--- src/hdl/ukstk_pkg.sv ---
// Package for the unique-key stack: operation and status codes, field widths,
// memory control struct. No dependencies.
`timescale 1ns / 1ps

package ukstk_pkg;

    localparam int DATA_W  = 32;  // key and value width
    localparam int COUNT_W = 5;   // reported entry count width

    typedef enum logic [1:0] {
        OP_PUSH = 2'd0,
        OP_POP  = 2'd1,
        OP_PEEK = 2'd2,
        OP_NOP  = 2'd3
    } t_op;

    typedef enum logic [1:0] {
        ST_OK    = 2'd0,
        ST_DUP   = 2'd1,
        ST_EMPTY = 2'd2,
        ST_FULL  = 2'd3
    } t_status;

    // Memory strobes from the sequencer to the pair store
    typedef struct packed {
        logic rd_en;
        logic wr_en;
    } t_mem_ctl;

endpackage

--- src/hdl/ukstk_if.sv ---
// Handshake interfaces for the command and response channels.
// Depends on ukstk_pkg for field widths.
`timescale 1ns / 1ps

interface ukstk_cmd_if;
    import ukstk_pkg::*;
    logic                     valid;
    logic                     ready;
    logic [1:0]               op;
    logic signed [DATA_W-1:0] entry_key;
    logic signed [DATA_W-1:0] entry_value;

    modport source (output valid, output op, output entry_key, output entry_value,
                    input ready);
    modport sink   (input valid, input op, input entry_key, input entry_value,
                    output ready);
endinterface

interface ukstk_rsp_if;
    import ukstk_pkg::*;
    logic                     valid;
    logic                     ready;
    logic [1:0]               status;
    logic signed [DATA_W-1:0] top_key;
    logic signed [DATA_W-1:0] top_value;
    logic [COUNT_W-1:0]       entry_count;
    logic                     is_empty;

    modport source (output valid, output status, output top_key, output top_value,
                    output entry_count, output is_empty, input ready);
    modport sink   (input valid, input status, input top_key, input top_value,
                    input entry_count, input is_empty, output ready);
endinterface

--- src/hdl/ukstk_ram.sv ---
// Simple dual-port synchronous RAM holding the stacked key/value pairs.
// Registered read data. Depends on ukstk_pkg.
`timescale 1ns / 1ps

module ukstk_ram
    import ukstk_pkg::*;
#(
    parameter int DEPTH = 16,
    parameter int WIDTH = 64
) (
    input  logic                     i_clk,
    input  t_mem_ctl                 i_ctl,
    input  logic [$clog2(DEPTH)-1:0] i_wr_addr,
    input  logic [WIDTH-1:0]         i_wr_data,
    input  logic [$clog2(DEPTH)-1:0] i_rd_addr,
    output logic [WIDTH-1:0]         o_rd_data
);

    logic [WIDTH-1:0] r_mem [DEPTH];
    logic [WIDTH-1:0] r_rd_data;

    always_ff @(posedge i_clk) begin
        if (i_ctl.wr_en) begin
            r_mem[i_wr_addr] <= i_wr_data;
        end
    end

    always_ff @(posedge i_clk) begin
        if (i_ctl.rd_en) begin
            r_rd_data <= r_mem[i_rd_addr];
        end
    end

    assign o_rd_data = r_rd_data;

endmodule

--- src/hdl/ukstk_seq.sv ---
// Sequencer: key scan, top read, push write-back, fill level and response register.
// Depends on ukstk_pkg and the channel interfaces; drives ukstk_ram.
`timescale 1ns / 1ps

module ukstk_seq
    import ukstk_pkg::*;
#(
    parameter int STACK_DEPTH = 16
) (
    input  logic                           i_clk,
    input  logic                           i_rst_n,
    ukstk_cmd_if.sink                      i_cmd,
    ukstk_rsp_if.source                    o_rsp,
    output t_mem_ctl                       o_mem_ctl,
    output logic [$clog2(STACK_DEPTH)-1:0] o_rd_addr,
    output logic [$clog2(STACK_DEPTH)-1:0] o_wr_addr,
    output logic [2*DATA_W-1:0]            o_wr_data,
    input  logic [2*DATA_W-1:0]            i_rd_data
);

    localparam int AW = $clog2(STACK_DEPTH);
    localparam int CW = $clog2(STACK_DEPTH + 1);
    localparam logic [CW-1:0] FULL_LVL = CW'(STACK_DEPTH);

    typedef enum logic [1:0] {
        S_IDLE,
        S_SCAN,
        S_READ,
        S_FIN
    } t_state;

    t_state              r_state;
    t_op                 r_op;
    logic [DATA_W-1:0]   r_key;
    logic [DATA_W-1:0]   r_value;
    logic [CW-1:0]       r_fill;
    logic [CW-1:0]       r_idx;
    logic                r_cmp_valid;
    logic                r_hit;

    logic                r_out_valid;
    t_status             r_status;
    logic [DATA_W-1:0]   r_top_key;
    logic [DATA_W-1:0]   r_top_value;
    logic [COUNT_W-1:0]  r_count;
    logic                r_empty;

    t_status             n_status;
    logic [DATA_W-1:0]   n_top_key;
    logic [DATA_W-1:0]   n_top_value;
    logic [CW-1:0]       n_fill;

    logic                w_acc;
    logic                w_hit;
    logic                w_issue;
    logic                w_out_free;
    logic                w_scan_done;
    logic                w_push_ok;
    logic [CW-1:0]       w_top_idx;

    assign i_cmd.ready = (r_state == S_IDLE);
    assign w_acc       = i_cmd.valid && i_cmd.ready;
    assign w_out_free  = !r_out_valid || o_rsp.ready;

    // key half sits in the upper bits of the stored word
    assign w_hit       = r_cmp_valid && (i_rd_data[2*DATA_W-1 -: DATA_W] == r_key);
    assign w_issue     = (r_state == S_SCAN) && (r_idx != r_fill) && !r_hit;
    assign w_scan_done = w_hit || ((r_idx == r_fill) && !r_cmp_valid);
    assign w_top_idx   = r_fill - 1'b1;
    assign w_push_ok   = (r_op == OP_PUSH) && !r_hit && (r_fill != FULL_LVL);

    assign o_mem_ctl.rd_en = w_issue || (r_state == S_READ);
    assign o_mem_ctl.wr_en = (r_state == S_FIN) && w_out_free && w_push_ok;
    assign o_rd_addr = (r_state == S_READ) ? w_top_idx[AW-1:0] : r_idx[AW-1:0];
    assign o_wr_addr = r_fill[AW-1:0];
    assign o_wr_data = {r_key, r_value};

    always_comb begin
        n_status    = ST_OK;
        n_top_key   = '0;
        n_top_value = '0;
        n_fill      = r_fill;
        unique case (r_op)
            OP_PUSH: begin
                if (r_hit) begin
                    n_status = ST_DUP;
                end else if (r_fill == FULL_LVL) begin
                    n_status = ST_FULL;
                end else begin
                    n_fill = r_fill + 1'b1;
                end
            end
            OP_POP, OP_PEEK: begin
                if (r_fill == '0) begin
                    n_status = ST_EMPTY;
                end else begin
                    n_top_key   = i_rd_data[2*DATA_W-1 -: DATA_W];
                    n_top_value = i_rd_data[DATA_W-1:0];
                    if (r_op == OP_POP) begin
                        n_fill = w_top_idx;
                    end
                end
            end
            OP_NOP: begin
                n_status = ST_OK;
            end
            default: begin
                n_status = ST_OK;
            end
        endcase
    end

    always_ff @(posedge i_clk) begin
        if (!i_rst_n) begin
            r_state     <= S_IDLE;
            r_fill      <= '0;
            r_idx       <= '0;
            r_cmp_valid <= 1'b0;
            r_hit       <= 1'b0;
            r_out_valid <= 1'b0;
        end else begin
            if ((r_state == S_FIN) && w_out_free) begin
                r_out_valid <= 1'b1;
            end else if (o_rsp.ready) begin
                r_out_valid <= 1'b0;
            end
            unique case (r_state)
                S_IDLE: begin
                    if (w_acc) begin
                        r_idx       <= '0;
                        r_cmp_valid <= 1'b0;
                        r_hit       <= 1'b0;
                        if (t_op'(i_cmd.op) == OP_PUSH) begin
                            r_state <= S_SCAN;
                        end else if ((t_op'(i_cmd.op) != OP_NOP) && (r_fill != '0)) begin
                            r_state <= S_READ;
                        end else begin
                            r_state <= S_FIN;
                        end
                    end
                end
                S_SCAN: begin
                    if (w_issue) begin
                        r_idx <= r_idx + 1'b1;
                    end
                    r_cmp_valid <= w_issue;
                    if (w_hit) begin
                        r_hit <= 1'b1;
                    end
                    if (w_scan_done) begin
                        r_state <= S_FIN;
                    end
                end
                S_READ: begin
                    r_state <= S_FIN;
                end
                S_FIN: begin
                    if (w_out_free) begin
                        r_fill      <= n_fill;
                        r_state     <= S_IDLE;
                    end
                end
                default: begin
                    r_state <= S_IDLE;
                end
            endcase
        end
    end

    // payload registers, no reset
    always_ff @(posedge i_clk) begin
        if (w_acc) begin
            r_op    <= t_op'(i_cmd.op);
            r_key   <= i_cmd.entry_key;
            r_value <= i_cmd.entry_value;
        end
        if ((r_state == S_FIN) && w_out_free) begin
            r_status    <= n_status;
            r_top_key   <= n_top_key;
            r_top_value <= n_top_value;
            r_count     <= COUNT_W'(n_fill);
            r_empty     <= (n_fill == '0);
        end
    end

    assign o_rsp.valid       = r_out_valid;
    assign o_rsp.status      = r_status;
    assign o_rsp.top_key     = r_top_key;
    assign o_rsp.top_value   = r_top_value;
    assign o_rsp.entry_count = r_count;
    assign o_rsp.is_empty    = r_empty;

endmodule

--- src/hdl/unique_key_stack.sv ---
// Response timing: a push first runs the key scan, reading one stored pair per cycle
//   until a key match or the fill level is reached; pop and peek read the top pair;
//   empty pop or peek and the unused op code go straight to the response.
// Throughput: one transaction at a time; a new command is taken the cycle after the
//   response is registered, even while that response is still waiting to be taken.
// Reset: synchronous, active low; clears the fill level, sequencer state and handshake state only.
`timescale 1ns / 1ps

// Top level. Depends on ukstk_pkg, ukstk_if, ukstk_ram and ukstk_seq.
module unique_key_stack
    import ukstk_pkg::*;
#(
    parameter int STACK_DEPTH = 16
) (
    input  logic        i_clk,
    input  logic        i_rst_n,
    ukstk_cmd_if.sink   i_cmd,
    ukstk_rsp_if.source o_rsp
);

    localparam int AW = $clog2(STACK_DEPTH);

    // Each RAM word is {key, value}; entry fill-1 is the top of the stack.
    t_mem_ctl              w_mem_ctl;
    logic [AW-1:0]         w_rd_addr;
    logic [AW-1:0]         w_wr_addr;
    logic [2*DATA_W-1:0]   w_wr_data;
    logic [2*DATA_W-1:0]   w_rd_data;

    // Sequencer: scans keys for duplicates on push, reads the top on pop/peek,
    // writes the new pair back at the end of a clean push, and holds the
    // response register that decouples the two channels.
    ukstk_seq #(
        .STACK_DEPTH (STACK_DEPTH)
    ) u_seq (
        .i_clk     (i_clk),
        .i_rst_n   (i_rst_n),
        .i_cmd     (i_cmd),
        .o_rsp     (o_rsp),
        .o_mem_ctl (w_mem_ctl),
        .o_rd_addr (w_rd_addr),
        .o_wr_addr (w_wr_addr),
        .o_wr_data (w_wr_data),
        .i_rd_data (w_rd_data)
    );

    // Pair store. Never read and written in the same cycle, as every
    // transaction writes only in its final cycle and reads before it.
    ukstk_ram #(
        .DEPTH (STACK_DEPTH),
        .WIDTH (2 * DATA_W)
    ) u_ram (
        .i_clk     (i_clk),
        .i_ctl     (w_mem_ctl),
        .i_wr_addr (w_wr_addr),
        .i_wr_data (w_wr_data),
        .i_rd_addr (w_rd_addr),
        .o_rd_data (w_rd_data)
    );

endmodule

--- src/flat_wrapper.sv ---
// flat-port wrapper written by rule: the top's interface ports become plain ports
module unique_key_stack_flat import ukstk_pkg::*;
#(
    parameter int STACK_DEPTH = 16
)
  (i_clk, i_rst_n, i_cmd_valid, i_cmd_op, i_cmd_entry_key, i_cmd_entry_value, i_cmd_ready, o_rsp_valid, o_rsp_status, o_rsp_top_key, o_rsp_top_value, o_rsp_entry_count, o_rsp_is_empty, o_rsp_ready);
  ukstk_cmd_if i_cmd_i ();
  ukstk_rsp_if o_rsp_i ();
  input  logic i_clk;
  input  logic i_rst_n;
  input wire logic [$bits(i_cmd_i.valid)-1:0] i_cmd_valid;
  input wire logic [$bits(i_cmd_i.op)-1:0] i_cmd_op;
  input wire logic [$bits(i_cmd_i.entry_key)-1:0] i_cmd_entry_key;
  input wire logic [$bits(i_cmd_i.entry_value)-1:0] i_cmd_entry_value;
  output wire logic [$bits(i_cmd_i.ready)-1:0] i_cmd_ready;
  output wire logic [$bits(o_rsp_i.valid)-1:0] o_rsp_valid;
  output wire logic [$bits(o_rsp_i.status)-1:0] o_rsp_status;
  output wire logic [$bits(o_rsp_i.top_key)-1:0] o_rsp_top_key;
  output wire logic [$bits(o_rsp_i.top_value)-1:0] o_rsp_top_value;
  output wire logic [$bits(o_rsp_i.entry_count)-1:0] o_rsp_entry_count;
  output wire logic [$bits(o_rsp_i.is_empty)-1:0] o_rsp_is_empty;
  input wire logic [$bits(o_rsp_i.ready)-1:0] o_rsp_ready;
  assign i_cmd_i.valid = i_cmd_valid;
  assign i_cmd_i.op = i_cmd_op;
  assign i_cmd_i.entry_key = i_cmd_entry_key;
  assign i_cmd_i.entry_value = i_cmd_entry_value;
  assign i_cmd_ready = i_cmd_i.ready;
  assign o_rsp_valid = o_rsp_i.valid;
  assign o_rsp_status = o_rsp_i.status;
  assign o_rsp_top_key = o_rsp_i.top_key;
  assign o_rsp_top_value = o_rsp_i.top_value;
  assign o_rsp_entry_count = o_rsp_i.entry_count;
  assign o_rsp_is_empty = o_rsp_i.is_empty;
  assign o_rsp_i.ready = o_rsp_ready;
  unique_key_stack #(.STACK_DEPTH(STACK_DEPTH)) u_core (.i_clk(i_clk), .i_rst_n(i_rst_n), .i_cmd(i_cmd_i), .o_rsp(o_rsp_i));
endmodule
--- config.mk ---
export PLATFORM = sky130hd
export DESIGN_NAME = unique_key_stack_flat
export DESIGN_NICKNAME = d
export VERILOG_FILES = /design/src/hdl/ukstk_pkg.sv /design/src/hdl/ukstk_if.sv /design/src/hdl/ukstk_ram.sv /design/src/hdl/ukstk_seq.sv /design/src/hdl/unique_key_stack.sv /design/src/flat_wrapper.sv
export SDC_FILE = /design/constraint.sdc
export NUM_CORES = 2
export LEC_CHECK = 0
export ABC_AREA = 1
export BUFFER_PORTS_ARGS = -buffer_cell sky130_fd_sc_hd__buf_2
export CORE_MARGIN = 4
export CORE_UTILIZATION = 45
export DETAILED_ROUTE_END_ITERATION = 7
export PLACE_DENSITY = 0.69
export REMOVE_ABC_BUFFERS = 1
export SLEW_MARGIN = 40
export SYNTH_ARGS = -nofsm -noshare
export SYNTH_HDL_FRONTEND = slang
export SYNTH_SLANG_ARGS = --single-unit
export TNS_END_PERCENT = 30
--- constraint.sdc ---
create_clock -name i_clk -period 7.3 [get_ports i_clk]
set_clock_uncertainty 0.1 [all_clocks]
set_input_delay 1.825 -clock i_clk [delete_from_list [all_inputs] [get_ports i_clk]]
set_output_delay 1.825 -clock i_clk [all_outputs]
set_load 0.05 [all_outputs]
==> Flow_metrics.wiki <==
{| class="wikitable"
! Metric !! Value
|-
| Crit. Startpoint || o_rsp_ready
|-
| Total instance count after detailed placement || about 4800
|-
| Top FF cell, synth || sky130_fd_sc_hd__edfxtp_1
|-
| Row count || around 120
|-
| Maximum count of clock buffers along a single path || 3
|-
| Startpoint kind of the worst setup timing path || input port
|-
| Run status || finished clean
|-
| Critical path buffers and inverters || 3
|-
| Endpoints failing setup || 0
|-
| Count of final hold-check violations || 0
|-
| Slowest cell on the critical path || sky130_fd_sc_hd__buf_4
|-
| Chip height || between 300 and 400 um
|-
| Iteration count of the initial detailed-routing pass || 5
|-
| Transition at the pin with the smallest max-transition slack || about 900 ps
|-
| Final max-slew violation count || 0
|-
| Clock Pin Slew Worst Setup and Hold Paths || around 60 ps
|-
| H-tree lvl count || 3
|-
| Latest clock arrival within the worst-skew pair || between 700 and 800 ps
|-
| Power density over the cells || between 300 and 400 nW/um^2
|-
| Number of clock sinks || 1241
|-
| Overall Power || around 21000 uW
|-
| Cell types occupying the most area after synthesis || sky130_fd_sc_hd__edfxtp_1 (77%), sky130_fd_sc_hd__nor2_1 (4.9%), sky130_fd_sc_hd__o221ai_1 (3.8%), sky130_fd_sc_hd__o21ai_1 (3.0%), sky130_fd_sc_hd__o21ai_0 (2.6%)
|-
| Clock buffers created by TritonCTS || about 120
|-
| CTS hold repair buffers || 0
|-
| Portion of synthesized cell area occupied by the leading cell type || between 70% and 80%
|-
| # Max-Cap Violations || 0
|-
| Resize count post-CTS || 0
|-
| Crit-path cells || buf_2, inv_1, nand2_1, nand2_1, nor2_1, nand2_1, nor2_4, buf_4
|-
| Synth-to-Final Area Change || 12.7%
|-
| Top cell type by total area after synthesis || sky130_fd_sc_hd__edfxtp_1
|-
| Horiz. Die Dim || 334 um
|-
| Critical path endpoint category || flip-flop
|-
| Starting density of the core || a little under half
|-
| Fin crit period || around 4200 ps
|-
| Relative max-transition margin || around two fifths
|-
| Crit path kind || input port to flip-flop
|-
| Area of the mapped netlist || 47900 sq um
|-
| Global-route wire length before repair || 174000 um
|-
| Highest clock rate || around 240 MHz
|-
| Proportion of layout cells with a drive suffix above 1 || a little under an eighth
|-
| Core area || 106000 sq um
|-
| Top cell family by delay on the critical path || simple AND/OR/NAND/NOR gates
|-
| Worst setup path end || u_core.u_ram.r_mem[14][20]
|-
| Count of yosys warnings during synthesis || 0
|-
| Multi-input gate area || ~9400 sq um
|-
| Largest voltage drop on the vdd net || 0.000417 V
|-
| R2R setup slack || 3270 ps
|-
| Pin count of the biggest net entering global routing || about 190
|-
| Library cells used by synthesis || 32
|-
| Final Wtd Congestion || 0.821
|-
| Number of diodes added for antenna fixing || 0
|-
| Setup repair after global routing missed its margin || no
|-
| Global router's overall resource usage || a little over 20%
|-
| Count of fill cells added during filler insertion || roughly 8600
|-
| Post-route DRC violation count || 0
|-
| Critical Path Stages || 8
|-
| Number of instances in the synthesized netlist || around 3400
|-
| Routed WL || 116000 um
|-
| DRC violation total after the first TritonRoute iteration || roughly 3300
|-
| Grt total ovfl || 0
|-
| Via count of the first global-routing pass || 28100
|-
| Hold Path Class || flip-flop to flip-flop
|-
| Quantity of I/O buffers inserted on ports || approximately 140
|-
| Post-detailed-route wirelength per cell || 23.3 um
|-
| Final net count || ~3600
|-
| Non-filler cells in the finished layout || 4998
|-
| Estimated wirelength of the detail-placed design || ~63000 um
|-
| Stage delay of the slowest cell on the critical path || 740 ps
|-
| Seq. cell area || around 37000 sq um
|-
| Total I/O pin count || approximately 140
|-
| Number of enable flip-flop cells after synthesis || between 1000 and 1500
|-
| Sequential fraction of the synthesis area || 77.4%
|-
| Via-to-Cell Ratio || 5.75
|-
| Mean post-synth cell area || 14.1 sq um
|-
| Area enclosed by the die boundary || between 100000 and 150000 sq um
|-
| Reg2reg end || u_core.u_ram.o_rd_data[5]
|-
| Cell repeated most along the worst path || sky130_fd_sc_hd__nand2_1
|-
| Remaining antenna violation count || 0
|-
| Post-CTS repair timing setup buffer count || 0
|-
| Vias || ~29000
|-
| Number of synthesized register bits || approximately 1200
|-
| Cell at the root of the clock tree || sky130_fd_sc_hd__clkbuf_16
|-
| Most common library cells after synthesis || sky130_fd_sc_hd__edfxtp_1 (1226), sky130_fd_sc_hd__nor2_1 (623), sky130_fd_sc_hd__o21ai_1 (284)
|-
| TritonCTS clock tree || built
|-
| R2R cell count || 10
|-
| Period utilization || 58.2%
|-
| Initial antenna violation count || 5
|-
| FFs w/ async S/R, synth || 0%
|-
| Leakage || 0.0178 uW
|-
| Most instantiated library cell after synthesis || sky130_fd_sc_hd__edfxtp_1
|-
| Required arrival time at the worst endpoint || between 7000 and 8000 ps
|-
| Reg2reg start || u_core.u_seq.r_fill[1]
|-
| CP max FO || between 40 and 50
|-
| Data arrival time at the worst-slack endpoint || ~4500 ps
|}
## routing by layer
metal / vias up / wire, um / track usage (%)
li1: 13000 / - / -
met1: 14300 / 47900 / 28.8
met2: 1291 / 55100 / 32.7
met4: 2 / 2700 / 5.93
met5: - / 13 / 0
met3: 179 / 10500 / 3.91
## tightest hold or removal path, delay by kind of cell, from the launching register on
family / cells / cell delay (ps)
flops: 1 / 340
compound gates: 1 / 50
simple gates: 1 / 70
## flip-flops by register name (all words and copies together) (netlist names), 2 cells and up
register	cells
u_core.u_seq.r_value	32
u_core.u_seq.o_rsp.status	2
u_core.u_seq.o_rsp.top_value	32
u_core.u_seq.r_state	2
u_core.u_seq.r_fill	5
u_core.u_seq.r_op	2
u_core.u_seq.o_rsp.entry_count	5
u_core.u_seq.o_rsp.top_key	32
u_core.u_ram.r_mem	1024
u_core.u_seq.r_key	32
u_core.u_seq.r_idx	5
u_core.u_ram.o_rd_data	64
## report_power, final
group	internal [uW]	switching, uW
Clock	3380	2650
Sequential	8730	485
Combinational	1560	4300
Total	13700	7430
## cell type report
class | count | area share [%]
clock buffers | 140 | 5.70
clock inverters | 80 | 1.37
inverters | 126 | 0.942
multi-input cells | 1818 | 17.4
flip-flops and latches | 1241 | 68.7
well taps | 1391 | 3.22
repair buffers | 202 | 2.67
## layout by cell type (no fill, tap or decap), drive strengths merged
master and count:
or2 6, clkinvlp 10, clkbuf 140, nand3 106
o21bai 1, ha 13, o22ai 48, xnor2 7
nand2 188, bufinv 10, a21oi 21, clkinv 54
nor2 624, o21ai 533, o211ai 48, dfxtp 15
edfxtp 1226, inv 132, nor3 1, buf 202
nand4 5, o221ai 209, xor2 8
## cells by family after synthesis
family          after synthesis  synth area share, %
compound gates              860                 11.0
xor+xnor                     15                0.274
simple gates                930                 7.64
buf+inv                     345                 3.30
flops                      1241                 77.4
fa+ha+maj                    13                0.339
## worst min path at each step
stage | startpoint | endpoint | slack (ps) | depth (start not counted)
2_1_floorplan | u_core.u_seq.r_idx[2] | u_core.u_seq.r_idx[2] | 380 | 2
3_3_place_gp | u_core.u_seq.r_idx[2] | u_core.u_seq.r_idx[2] | 410 | 2
3_5_place_dp | u_core.u_seq.r_idx[2] | u_core.u_seq.r_idx[2] | 410 | 2
4_1_cts | u_core.u_seq.r_idx[2] | u_core.u_seq.r_idx[2] | 420 | 2
5_1_grt | u_core.u_seq.r_idx[2] | u_core.u_seq.r_idx[2] | 470 | 2
6_report | u_core.u_seq.r_idx[2] | u_core.u_seq.r_idx[2] | 420 | 2
## through the flow
step	hold slack, ps	instance area (sq um)	TNS (ps)	worst slack, ps	util, %
after CTS	416	54000	0	2990	51.1
after global placement	413	49900	0	2270	47.3
after detailed placement	408	50100	0	2260	47.5
after floorplan	376	46800	-11760	-207	-
final	415	54000	0	3050	51.2
after global routing	467	54000	0	2940	51.2
No activity file was read; power rests on OpenSTA's default activity.
